## src/hdl/olfd_pkg.sv

```systemverilog
`default_nettype none

package olfd_pkg;

    localparam int unsigned PADDR_W = 3;
    localparam int unsigned HDR_LAST = 5;

    localparam logic [0:0] REG_MAX_PAYLOAD = 1'b0;
    localparam logic [31:0] MAX_PAYLOAD_RST = 32'h0001_0000;

    localparam logic [1:0] KIND_HEADER = 2'd0;
    localparam logic [1:0] KIND_PAYLOAD = 2'd1;
    localparam logic [1:0] KIND_ERROR = 2'd2;

    typedef enum logic [1:0] {
        PH_HEADER = 2'd0,
        PH_PAYLOAD = 2'd1,
        PH_FAILED = 2'd2
    } phase_t;

    typedef struct packed {
        logic [1:0] event_kind;
        logic [15:0] frame_opcode;
        logic [31:0] frame_length;
        logic [7:0] payload_byte;
        logic last_of_frame;
    } res_t;

endpackage

`default_nettype wire

```

## src/hdl/olfd_regs.sv

```systemverilog
`default_nettype none

module olfd_regs (
    input wire logic aclk,
    input wire logic aresetn,
    input wire logic psel,
    input wire logic penable,
    input wire logic pwrite,
    input wire logic [olfd_pkg::PADDR_W-1:0] paddr,
    input wire logic [31:0] pwdata,
    output logic [31:0] prdata,
    output logic pready,
    output logic [31:0] max_len
);
    import olfd_pkg::*;

    logic [31:0] max_len_reg;
    logic [31:0] max_len_next;
    logic [0:0] reg_index;
    logic wr_en;

    assign reg_index = paddr[PADDR_W-1:PADDR_W-1];
    assign wr_en = psel && penable && pwrite;
    assign pready = 1'b1;

    always_comb begin
        max_len_next = max_len_reg;
        if (wr_en && (reg_index == REG_MAX_PAYLOAD)) begin
            max_len_next = pwdata;
        end
    end

    always_ff @(posedge aclk) begin
        if (!aresetn) begin
            max_len_reg <= MAX_PAYLOAD_RST;
        end else begin
            max_len_reg <= max_len_next;
        end
    end

    always_comb begin
        prdata = 32'd0;
        if (reg_index == REG_MAX_PAYLOAD) begin
            prdata = max_len_reg;
        end
    end

    assign max_len = max_len_reg;

endmodule

`default_nettype wire

```

## src/hdl/olfd_outbuf.sv

```systemverilog
`default_nettype none

module olfd_outbuf (
    input wire logic aclk,
    input wire logic aresetn,
    input wire logic push,
    input wire olfd_pkg::res_t push_res,
    output logic push_ready,
    output logic out_valid,
    output olfd_pkg::res_t out_res,
    input wire logic out_ready
);
    import olfd_pkg::*;

    logic main_valid_reg;
    logic main_valid_next;
    logic skid_valid_reg;
    logic skid_valid_next;
    res_t main_res_reg;
    res_t main_res_next;
    res_t skid_res_reg;
    res_t skid_res_next;

    always_comb begin
        main_valid_next = main_valid_reg;
        skid_valid_next = skid_valid_reg;
        main_res_next = main_res_reg;
        skid_res_next = skid_res_reg;
        if (out_ready || !main_valid_reg) begin
            main_valid_next = skid_valid_reg || push;
            main_res_next = skid_valid_reg ? skid_res_reg : push_res;
            skid_valid_next = 1'b0;
        end else if (push) begin
            skid_valid_next = 1'b1;
            skid_res_next = push_res;
        end
    end

    always_ff @(posedge aclk) begin
        if (!aresetn) begin
            main_valid_reg <= 1'b0;
            skid_valid_reg <= 1'b0;
        end else begin
            main_valid_reg <= main_valid_next;
            skid_valid_reg <= skid_valid_next;
        end
    end

    always_ff @(posedge aclk) begin
        main_res_reg <= main_res_next;
        skid_res_reg <= skid_res_next;
    end

    assign push_ready = !skid_valid_reg;
    assign out_valid = main_valid_reg;
    assign out_res = main_res_reg;

endmodule

`default_nettype wire

```

## src/hdl/opcode_length_frame_deframer.sv

```systemverilog
// Channel   Direction  Word
// s_        in         one stream byte
// m_        out        header, payload byte or oversized-length error
// cfg       in         APB write of max_payload_bytes
//
// One byte is taken every cycle while s_ready is high; any word it completes is registered in the cycle it is accepted.
// s_ready falls only when both the output register and its skid stage hold words.
// Reset is synchronous and active low; it restores the header phase and the default limit.
// After an oversized length the block accepts and drops bytes until reset.
`default_nettype none

module opcode_length_frame_deframer (
    input wire logic aclk,
    input wire logic aresetn,
    input wire logic s_valid,
    output logic s_ready,
    input wire logic [7:0] s_stream_byte,
    output logic m_valid,
    input wire logic m_ready,
    output logic [1:0] m_event_kind,
    output logic [15:0] m_frame_opcode,
    output logic [31:0] m_frame_length,
    output logic [7:0] m_payload_byte,
    output logic m_last_of_frame,
    input wire logic psel,
    input wire logic penable,
    input wire logic pwrite,
    input wire logic [olfd_pkg::PADDR_W-1:0] paddr,
    input wire logic [31:0] pwdata,
    output logic [31:0] prdata,
    output logic pready
);
    import olfd_pkg::*;

    phase_t phase_reg;
    phase_t phase_next;
    logic [2:0] hdr_cnt_reg;
    logic [2:0] hdr_cnt_next;
    logic [15:0] opcode_reg;
    logic [15:0] opcode_next;
    logic [31:0] length_reg;
    logic [31:0] length_next;
    logic [31:0] remain_reg;
    logic [31:0] remain_next;

    logic [31:0] max_len;
    logic accept;
    logic hdr_done;
    logic [15:0] opcode_upd;
    logic [31:0] length_upd;
    logic push;
    logic push_ready;
    res_t push_res;
    res_t out_res;

    olfd_regs u_regs (
        .aclk(aclk),
        .aresetn(aresetn),
        .psel(psel),
        .penable(penable),
        .pwrite(pwrite),
        .paddr(paddr),
        .pwdata(pwdata),
        .prdata(prdata),
        .pready(pready),
        .max_len(max_len)
    );

    assign s_ready = push_ready;
    assign accept = s_valid && push_ready;
    assign hdr_done = (hdr_cnt_reg == 3'(HDR_LAST));

    always_comb begin
        opcode_upd = opcode_reg;
        length_upd = length_reg;
        if (hdr_cnt_reg < 3'd2) begin
            opcode_upd = {opcode_reg[7:0], s_stream_byte};
        end else begin
            length_upd = {length_reg[23:0], s_stream_byte};
        end
    end

    always_comb begin
        phase_next = phase_reg;
        case (phase_reg)
            PH_HEADER: begin
                if (accept && hdr_done) begin
                    if (length_upd > max_len) begin
                        phase_next = PH_FAILED;
                    end else if (length_upd != 32'd0) begin
                        phase_next = PH_PAYLOAD;
                    end
                end
            end
            PH_PAYLOAD: begin
                if (accept && (remain_reg == 32'd1)) begin
                    phase_next = PH_HEADER;
                end
            end
            PH_FAILED: begin
                phase_next = PH_FAILED;
            end
            default: begin
                phase_next = PH_FAILED;
            end
        endcase
    end

    always_comb begin
        hdr_cnt_next = hdr_cnt_reg;
        opcode_next = opcode_reg;
        length_next = length_reg;
        remain_next = remain_reg;
        push = 1'b0;
        push_res.event_kind = KIND_HEADER;
        push_res.frame_opcode = opcode_reg;
        push_res.frame_length = length_reg;
        push_res.payload_byte = 8'd0;
        push_res.last_of_frame = 1'b0;
        case (phase_reg)
            PH_HEADER: begin
                if (accept) begin
                    opcode_next = opcode_upd;
                    length_next = length_upd;
                    if (hdr_done) begin
                        hdr_cnt_next = 3'd0;
                        push = 1'b1;
                        push_res.frame_opcode = opcode_upd;
                        push_res.frame_length = length_upd;
                        if (length_upd > max_len) begin
                            push_res.event_kind = KIND_ERROR;
                            push_res.last_of_frame = 1'b1;
                        end else if (length_upd == 32'd0) begin
                            push_res.last_of_frame = 1'b1;
                        end else begin
                            remain_next = length_upd;
                        end
                    end else begin
                        hdr_cnt_next = hdr_cnt_reg + 3'd1;
                    end
                end
            end
            PH_PAYLOAD: begin
                if (accept) begin
                    remain_next = remain_reg - 32'd1;
                    push = 1'b1;
                    push_res.event_kind = KIND_PAYLOAD;
                    push_res.payload_byte = s_stream_byte;
                    push_res.last_of_frame = (remain_reg == 32'd1);
                end
            end
            default: begin
                push = 1'b0;
            end
        endcase
    end

    always_ff @(posedge aclk) begin
        if (!aresetn) begin
            phase_reg <= PH_HEADER;
            hdr_cnt_reg <= 3'd0;
            opcode_reg <= 16'd0;
            length_reg <= 32'd0;
            remain_reg <= 32'd0;
        end else begin
            phase_reg <= phase_next;
            hdr_cnt_reg <= hdr_cnt_next;
            opcode_reg <= opcode_next;
            length_reg <= length_next;
            remain_reg <= remain_next;
        end
    end

    olfd_outbuf u_outbuf (
        .aclk(aclk),
        .aresetn(aresetn),
        .push(push),
        .push_res(push_res),
        .push_ready(push_ready),
        .out_valid(m_valid),
        .out_res(out_res),
        .out_ready(m_ready)
    );

    assign m_event_kind = out_res.event_kind;
    assign m_frame_opcode = out_res.frame_opcode;
    assign m_frame_length = out_res.frame_length;
    assign m_payload_byte = out_res.payload_byte;
    assign m_last_of_frame = out_res.last_of_frame;

endmodule

`default_nettype wire

```

## config.mk

```make
export PLATFORM = sky130hd
export DESIGN_NAME = opcode_length_frame_deframer
export DESIGN_NICKNAME = d
export VERILOG_FILES = /design/src/hdl/olfd_pkg.sv /design/src/hdl/olfd_regs.sv /design/src/hdl/olfd_outbuf.sv /design/src/hdl/opcode_length_frame_deframer.sv
export SDC_FILE = /design/constraint.sdc
export NUM_CORES = 1
export LEC_CHECK = 0
export ABC_AREA = 1
export BUFFER_PORTS_ARGS = -buffer_cell sky130_fd_sc_hd__buf_4
export CORE_ASPECT_RATIO = 1.25
export CORE_MARGIN = 3
export CORE_UTILIZATION = 45
export DETAILED_ROUTE_END_ITERATION = 6
export PLACE_DENSITY = 0.67
export SLEW_MARGIN = 40
export SYNTH_ARGS = -nofsm -noshare
export SYNTH_HDL_FRONTEND = slang
export SYNTH_SLANG_ARGS = --single-unit
```

## constraint.sdc

```tcl
create_clock -name aclk -period 5.3 [get_ports aclk]
set_input_delay 1.06 -clock aclk [delete_from_list [all_inputs] [get_ports aclk]]
set_output_delay 1.06 -clock aclk [all_outputs]
set_load 0.01 [all_outputs]
```

==> flow_summary.yaml, run 1 <==
clock_tree:
  clkSinkCount: 237
  path_clk_slew_ns: 0.06
  numCtsBuffers: 26
  clock_latency_ns: 0.52
  clk_path_buf_depth: 3
  root_buffer: "clkbuf_16"
  postCtsHoldBufs: 0
  htreeDepth: 1
  post_cts_buffers: 0
  cts_tree: "done"
  post_cts_resized: 0
place:
  place_inst: 1932
  gp_congestion: 0.914
  place_area_um2: 13000
  port-buffer-count: 140
  dp_hpwl_um: 21600
timing:
  rsz0062_at_grt: "false"
  max_freq_ghz: 0.285
  setup_violations: 0
  slew_viol_final: 0
  fin_skew_ns: 0.0107
  worst_slew_pin_slew_ns: 0.770
  post-route-min-period_ns: 3.51
  fin_crit_sh_pct: 66.2
  holdWs_ns: 0.481
  tns_ns: 0
  slew_headroom_pct: 48.5
  final-hold-violation-count: 0
die:
  start_util_pct: 46.4
  core_area_um2: 25600
  num_rows: 65
  die_area_um2: 28400
  die_y_um: 188
  die_x_um: 151
  io_pins: 144
setup_path:
  critical_path_class: "reg2reg"
  startpoint_type: "register"
  critPathTopFamily: "simple AND/OR/NAND/NOR gates"
  cp_num_buf_inv: 3
  crit_fanout: 22
  critical_path.max_stage_delay_ns: 0.51
  crit_path_end_kind: "register"
  cp.arrival_ns: 3.92
  cp_cell_sequence: "nor2_4 -> buf_4 -> nand2_1 -> o21ai_1 -> inv_1 -> ha_1 -> nand2_1 -> nor2_1 -> nand2_1 -> nor4_1 -> nand3b_1 -> nand3_1 -> buf_4 -> nand2_2 -> nor2_1 -> nor2_1"
  cpMaxStageDelayCell: "nor2_4"
  worstPathRequired_ns: 5.71
yosys:
  syn-cell-area_um2: 11900
  synth.area.top_cells: "edfxtp_1, dfxtp_1, nand2_1, o21ai_0, nor2_1"
  synth_cells: 1541
  yosysWarnings: 0
  syn_nets: 1625
  yosysUniqueCellTypes: 36
  yosysTopAreaCell: "edfxtp_1"
  netlist.area_leader.share_pct: 29.8
  seq_area_frac_synth_pct: 49.9
  avgSynthCellArea_um2: 7.71
  ys_ff_latch: 237
global_routing:
  grt_pass1_wl_um: 49100
  grt.overflow.total: 0
  grt_usage_pct: 21.4
  grt_max_degree: 118
  grt_pass1_vias: 9474
  antenna_found_initial: 0
power_and_ir_drop:
  power_w: 0.00458
  ir_worst_vdd_mv: 0.194
  power_density_nw_per_um2: 328
  p_leak_nw: 6.53
detailed_routing:
  drc: 0
  drt_iter0_drc: 707
  wl_per_cell_um: 15.6
  vias_per_cell: 5.14
  vias: 10200
  ant_nets: 0
  firstDrtPassIters: 7
  drt_wl_total_um: 30900
job:
  cap_violations: 0
layout:
  nets: 1711
  stdcell_count: 1982
  final_area_um2: 14000
  drive_gt1_share_pct: 13.3
  layout_common_cells: "nand2_1, inv_1, nor2_1"
  antennaDiodeCount: 0
  area_growth_pct: 17.6
  final_common_cell: "nand2_1"
run_status:
  outcome: "complete, no violations"
hold_path:
  min_path_type: "reg2reg"
[logic make-up (layout without fill, tap and decap cells)]
family	after synthesis	in the layout	share of synthesized area, %
mux	1	1	0.0843
flops	237	237	49.9
compound gates	321	321	14.2
fa+ha+maj	34	34	3.58
simple gates	677	677	22.5
other cells	1	1	0.0316
buf+inv	260	366	8.97
xor+xnor	10	10	0.738
[metal layers]
metal | GRT usage, % | wire (µm) | vias up
met4 | 6.52 | 925 | 0
met1 | 28.1 | 12700 | 4644
met2 | 37.1 | 15400 | 327
li1 | - | - | 5165
met3 | 2.18 | 1870 | 58
met5 | 0 | 0 | -
[layout make-up]
cell class                      instances  area (µm²)
Multi-Input combinational cell       1044        4910
Clock inverter                         15         183
Clock buffer                           33         708
Sequential cell                       237        5930
Inverter                              163         613
Timing Repair Buffer                  155        1200
Tap cell                              335         419
Fill cell                            2432       11700
[synthesized netlist by cell type]
master	instances
conb_1	1
a21o_1	1
and3_1	1
buf_6	10
buf_2	5
o21ai_2	10
mux2i_1	1
nor4_1	2
o21ai_1	11
nor3_1	3
inv_1	161
o22ai_1	2
xor2_1	7
nor2_2	2
nand2_2	3
nor2_4	1
or2_2	3
edfxtp_1	118
o21a_1	2
a31oi_1	19
xnor2_1	3
nor2_1	165
o21ai_0	159
clkbuf_1	74
nand3b_1	3
buf_1	6
buf_4	2
clkinv_1	1
inv_2	1
nand3_1	51
nand2_1	437
nand4_1	6
o211ai_1	4
ha_1	34
a21oi_1	113
dfxtp_1	119
[path summary, 6_finish.rpt]
kind | start | end | slack, ns | depth (start not counted)
setup / recovery | hdr_cnt_reg[2] | remain_reg[1] | 1.79 | 16
hold / removal | opcode_reg[12] | u_outbuf.skid_res_reg[53] | 0.48 | 0
setup reg to reg | hdr_cnt_reg[2] | remain_reg[1] | 1.79 | 16
hold reg to reg | opcode_reg[12] | u_outbuf.skid_res_reg[53] | 0.48 | 0
[power by group]
group | total (W) | switching (W) | leakage [nW] | internal (W)
Clock | 0.00186 | 0.000724 | 0.431 | 0.00114
Combinational | 0.000680 | 0.000448 | 3.88 | 0.000232
Sequential | 0.00203 | 0.0000391 | 2.23 | 0.00200
Total | 0.00458 | 0.00121 | 6.53 | 0.00337
[through the flow]
stage	utilization, %	worst slack [ns]
after detailed placement	50.9	1.78
after global routing	54.5	1.38
final	54.5	1.79
after CTS	54.4	1.76
after global placement	50.9	1.80
after floorplan	-	0.396
Note: power is estimated with default switching activity, not from simulation.
==> run 2: changes to the inputs <==
--- a/config.mk
+++ b/config.mk
@@ -11,7 +11,6 @@
 export CORE_MARGIN = 3
 export CORE_UTILIZATION = 45
 export DETAILED_ROUTE_END_ITERATION = 6
-export PLACE_DENSITY = 0.67
 export SLEW_MARGIN = 40
 export SYNTH_ARGS = -nofsm -noshare
 export SYNTH_HDL_FRONTEND = slang
==> constraint.sdc (replaced) <==
create_clock -name aclk -period 3.6 [get_ports aclk]
set_input_delay 0.72 -clock aclk [delete_from_list [all_inputs] [get_ports aclk]]
set_output_delay 0.72 -clock aclk [all_outputs]
set_load 0.01 [all_outputs]
==> run 2 against run 1 <==
Against the previous run:
- clock skew grew 0.00073 ns
- critical path depth fell by 2
- critical path type unchanged
- non-clock buffer count grew 13
- hold slack got worse by 0.068 ns
- register-to-register slack got worse by 1.4 ns
- clock power is 39% higher
- worst setup slack got worse by 1.4 ns
- largest cell class unchanged
- sequential share of layout area decreased by 0.061 points
- global-route usage is 0.35 points higher
- first-iteration DRC count is 18% lower
- largest power group unchanged
- power increased by 44%
==> flow_summary.yaml, run 2 (synthesis results as in run 1) <==
run_status:
  outcome: "complete, no violations"
timing:
  post-route-min-period_ns: 3.25
  slew_headroom_pct: 50.3
  fin_skew_ns: 0.0114
  setup_violations: 0
  final-hold-violation-count: 0
  slew_viol_final: 0
  rsz0062_at_grt: "false"
  worst_slew_pin_slew_ns: 0.746
  fin_crit_sh_pct: 90.3
  fin_ws_ns: 0.350
  tns_ns: 0
  max_freq_ghz: 0.308
detailed_routing:
  drt_wl_total_um: 31800
  drc: 0
  vias_per_cell: 5.10
  firstDrtPassIters: 5
  drt_iter0_drc: 581
  ant_nets: 0
  vias: 10200
  wl_per_cell_um: 15.9
power_and_ir_drop:
  p_int_w: 0.00481
  ir_worst_vdd_mv: 0.277
  power.share.switching_pct: 27.3
  seqPwrFrac_pct: 45.4
  power_density_nw_per_um2: 473
  combPwrFrac_pct: 15.4
  p_leak_nw: 6.56
  power.switching_w: 0.00180
  p_clk_share_pct: 39.2
setup_path:
  r2r_setup_slack_ns: 0.35
  worstPathRequired_ns: 4.06
  startpoint_type: "register"
  crit_path_end_kind: "register"
  crit_fanout: 12
  cp.arrival_ns: 3.71
  critical_path_class: "reg2reg"
hold_path:
  min_path_type: "in2reg"
place:
  port-buffer-count: 140
  gp_congestion: 0.947
  dp_hpwl_um: 22400
  pre_cts_ws_ns: 0.223
clock_tree:
  clk_path_buf_depth: 3
  clock_latency_ns: 0.53
  path_clk_slew_ns: 0.07
  clkSinkCount: 237
  root_buffer: "clkbuf_16"
  cts_tree: "done"
  htreeDepth: 1
  numCtsBuffers: 25
job:
  cap_violations: 0
die:
  start_util_pct: 46.4
  io_pins: 144
  num_rows: 65
  die_x_um: 151
  die_y_um: 188
  core_area_um2: 25600
  die_area_um2: 28400
global_routing:
  grt_max_degree: 93
  antenna_found_initial: 0
  grt_usage_pct: 21.8
  grt_pass1_vias: 9109
  grt.overflow.total: 0
  grt_pass1_wl_um: 49400
layout:
  nets: 1725
  antennaDiodeCount: 0
  layout_common_cells: "nand2_1, buf_4, inv_1, nor2_1, o21ai_0"
  final_common_cell: "nand2_1"
  area_growth_pct: 17.7
  drive_gt1_share_pct: 14.2
run 2: power by group through the flow:
stage | Sequential, W | Combinational [W] | Clock, W
2_1_floorplan | 0.00306 | 0.000633 | 0
3_3_place_gp | 0.00305 | 0.000998 | 0
3_5_place_dp | 0.00306 | 0.00101 | 0
6_report | 0.00300 | 0.00102 | 0.00259
4_1_cts | 0.00300 | 0.00102 | 0.00263
5_1_grt | 0.00301 | 0.00116 | 0.00274
run 2: metrics by stage:
stage	hold slack [ns]	power (W)	util [%]	cells	instance area (µm²)
floorplan	0.443	0.00369	-	1541	11900
global placement	0.462	0.00405	51.3	1945	13100
detailed placement	0.471	0.00407	51.3	1945	13100
CTS	0.404	0.00665	54.5	1990	14000
global route	0.416	0.00690	54.6	1994	14000
finish	0.413	0.00661	54.6	1994	14000
run 2: area by class of cell:
cell class	count	area, µm²
clock buffer	29	651
clock inverter	16	159
fill	2492	11600
inverter	163	612
multi-input combinational	1046	4920
sequential	237	5930
tap	335	419
timing repair buffer	168	1290
run 2: layer usage:
layer  vias up  part of all wire, %  GRT usage [%]
li1       5185                    -              -
met1      4669                   42           28.7
met2       260                   49           36.5
met3        65                  5.5           2.95
met4         0                  3.6           7.50
met5         -                    0              0
run 2: critical path, cell delays in order (launching register included):
cell and delay (ns):
dfxtp_1 0.41, nor2_2 0.56, nand2_1 0.19, o21ai_2 0.11, inv_1 0.10, ha_1 0.32
nand4_1 0.09, nor4_1 0.35, nand3b_1 0.23, nand3_1 0.18, buf_4 0.19, nand2_2 0.18
nand2_1 0.12, nand2_1 0.05, nor2_1 0.10
run 2: path summary, 6_finish.rpt:
path                   from                         to  cells past startpoint
min reg2reg  opcode_reg[14]  u_outbuf.skid_res_reg[55]                      0
max reg2reg  hdr_cnt_reg[1]              remain_reg[8]                     14
min              pwdata[16]         u_regs.max_len[16]                      3
max          hdr_cnt_reg[1]              remain_reg[8]                     14
run 2: what timing repair did:
item | CTS | global route
gates resized for setup | 0 | 0
setup endpoints to repair | 0 | 6
buffers inserted | 0 | 2
hold buffers | 0 | 0
==> run 3: changes to the inputs <==
--- a/config.mk
+++ b/config.mk
@@ -5,12 +5,15 @@
 export SDC_FILE = /design/constraint.sdc
 export NUM_CORES = 1
 export LEC_CHECK = 0
-export ABC_AREA = 1
+export ABC_AREA = 0
 export BUFFER_PORTS_ARGS = -buffer_cell sky130_fd_sc_hd__buf_4
+export CELL_PAD_IN_SITES_DETAIL_PLACEMENT = 1
+export CELL_PAD_IN_SITES_GLOBAL_PLACEMENT = 1
 export CORE_ASPECT_RATIO = 1.25
 export CORE_MARGIN = 3
 export CORE_UTILIZATION = 45
 export DETAILED_ROUTE_END_ITERATION = 6
+export PLACE_DENSITY_LB_ADDON = 0.1
 export SLEW_MARGIN = 40
 export SYNTH_ARGS = -nofsm -noshare
 export SYNTH_HDL_FRONTEND = slang
==> run 3 against run 2 <==
Against the previous run:
- sequential power about the same
- cell area increased by 3.4%
- clock power about the same
- clock skew about the same
- largest cell class unchanged
- critical path type unchanged
- maximum frequency decreased by 6.3%
- clock-buffer cell count increased by 4
- first-iteration DRC count increased by 2.1%
==> flow_summary.yaml, run 3 <==
timing:
  fin_skew_ns: 0.0115
  setup_violations: 0
  fin_crit_sh_pct: 96.3
  max_freq_ghz: 0.288
  final-hold-violation-count: 0
  worst_slew_pin_slew_ns: 0.624
  slew_viol_final: 0
  post-route-min-period_ns: 3.47
  tns_ns: 0
  slew_headroom_pct: 58.3
yosys:
  yosysWarnings: 0
  seq_area_frac_synth_pct: 51.2
  synth_async_sr_flop_share_pct: 0
  avgSynthCellArea_um2: 9.54
  yosysUniqueCellTypes: 63
  syn_nets: 1298
  synth_most_common_cell: "nand2_1"
  synth_cells: 1214
  syn-cell-area_um2: 11600
  yosys-top-cells-count: "nand2_1, dfxtp_1, nor2_1"
  yosysTopAreaCell: "edfxtp_1"
  synth_edf_count: 118
  ys_ff_latch: 237
  synthFlopType: "dfxtp_1"
  synth.area.top_cells: "edfxtp_1, dfxtp_1, nand2_1, mux2_2, a21oi_1"
  netlist.area_leader.share_pct: 30.6
run_status:
  outcome: "complete, no violations"
setup_path:
  r2r_cells: 14
  startpoint_type: "register"
  cp.arrival_ns: 3.89
  cp_cell_sequence: "or2_2 -> buf_12 -> mux2i_1 -> inv_1 -> ha_1 -> nor2b_1 -> o211ai_1 -> a2111oi_2 -> o31a_1 -> nor4_4 -> buf_6 -> or2_1 -> buf_4 -> a32o_1"
  crit_path_end_kind: "register"
  cp_num_buf_inv: 4
  critPathTopFamily: "compound AO/OA/AOI/OAI gates"
  crit_cells: 14
  worstPathRequired_ns: 4.02
  critical_path_class: "reg2reg"
  crit_fanout: 8
  cpMaxStageDelayCell: "or2_2"
  critical_path.max_stage_delay_ns: 0.37
clock_tree:
  root_buffer: "clkbuf_16"
  path_clk_slew_ns: 0.07
  postCtsHoldBufs: 0
  clk_path_buf_depth: 3
  clkSinkCount: 237
  htreeDepth: 1
  clock_latency_ns: 0.53
  cts_tree: "done"
  numCtsBuffers: 25
hold_path:
  hold_path_depth: 3
  min_path_type: "in2reg"
layout:
  nets: 1470
  multiInputGateArea_um2: 5130
  fillerInstances: 2848
  layout_common_cells: "buf_4, nand2_1, dfxtp_1"
  drive_gt1_share_pct: 26.4
  final_area_um2: 14500
  seq_area_um2: 5930
  final_common_cell: "buf_4"
  area_growth_pct: 24.8
  antennaDiodeCount: 0
power_and_ir_drop:
  power_density_nw_per_um2: 445
  power.switching_w: 0.00164
  p_clk_share_pct: 40.1
  seqPwrFrac_pct: 46.2
  combPwrFrac_pct: 13.7
  ir_worst_vdd_mv: 0.258
  p_int_w: 0.00479
  power.share.switching_pct: 25.6
  p_leak_nw: 6.06
global_routing:
  antenna_found_initial: 0
  grt_max_degree: 62
  grt.overflow.total: 0
  grt_pass1_wl_um: 56700
  grt_usage_pct: 25.9
  grt_pass1_vias: 10200
detailed_routing:
  drt_wl_total_um: 36500
  firstDrtPassIters: 6
  vias_per_cell: 5.68
  drc: 0
  vias: 9874
  drt_iter0_drc: 593
  ant_nets: 0
  wl_per_cell_um: 21.0
place:
  gp_congestion: 0.851
  place_area_um2: 13500
  port-buffer-count: 140
  dp_hpwl_um: 26100
die:
  die_area_um2: 27700
  die_x_um: 150
  num_rows: 65
  io_pins: 144
  core_area_um2: 25300
  die_y_um: 185
  start_util_pct: 45.8
job:
  cap_violations: 0
run 3: changes by cell type after synthesis, sizes merged, moves of 35 or more:
cell	change
a211oi	+35
inv	-92
nand2	-274
o21ai	-126
mux2	+49
nor2	-47
run 3: per-stage QoR:
stage               total power (W)  setup slack [ns]  utilization [%]  hold WS [ns]  std cells
floorplan                   0.00343             0.114                -         0.436       1214
global placement            0.00384            0.0759             53.5         0.440       1691
detailed placement          0.00387            -0.110             53.5         0.447       1691
CTS                         0.00645          0.000337             56.7         0.405       1736
global route                0.00667           -0.0298             57.1         0.424       1739
finish                      0.00644             0.133             57.1         0.425       1739
run 3: layout make-up:
cell class / instances / area share (%)
Sequential cell: 237 / 41.0
Multi-Input combinational cell: 808 / 35.5
Timing Repair Buffer: 244 / 13.2
Clock buffer: 33 / 4.81
Tap cell: 335 / 2.90
Inverter: 70 / 1.82
Clock inverter: 12 / 0.753
run 3: routing by layer:
layer  wire [µm]  track usage [%]
met3        1710             3.82
met2       18700             47.2
met1       14700             31.1
met5           0                0
met4        1340             8.90
run 3: power by group through the flow:
stage | combinational [W] | sequential [W] | clock, W
5_1_grt | 0.000960 | 0.00298 | 0.00273
2_1_floorplan | 0.000409 | 0.00302 | 0
3_5_place_dp | 0.000841 | 0.00303 | 0
3_3_place_gp | 0.000812 | 0.00302 | 0
6_report | 0.000881 | 0.00297 | 0.00258
4_1_cts | 0.000852 | 0.00297 | 0.00262
run 3: timing repair:
item / CTS / global route
resized for setup: 3 / 22
setup buffers: 0 / 2
endpoints found under the setup margin: 21 / 34
pin swaps: 0 / 3
run 3: path summary, 6_finish.rpt:
path | startpoint | end | slack [ns]
setup / recovery | hdr_cnt_reg[2] | remain_reg[2] | 0.13
hold / removal | pwdata[16] | u_regs.max_len[16] | 0.42
setup reg to reg | hdr_cnt_reg[2] | remain_reg[2] | 0.13
hold reg to reg | u_regs.max_len[13] | u_regs.max_len[13] | 0.45
run 3: tightest hold or removal path: cells and delay by family:
kind                   cells  cell delay (ns)
AOI/OAI and AO/OA          1             0.07
buffers and inverters      1             0.08
and+or+nand+nor            1             0.04
run 3: logic make-up (layout without fill, tap and decap cells):
family          after synthesis  after routing  share of synthesized area [%]
flops                       237            237                           51.2
buf+inv                     169            359                           5.64
other cells                   1              1                         0.0324
compound gates              277            277                           15.1
fa+ha+maj                    34             34                           3.67
simple gates                413            413                           16.7
mux                          82             82                           7.62
xor+xnor                      1              1                         0.0756
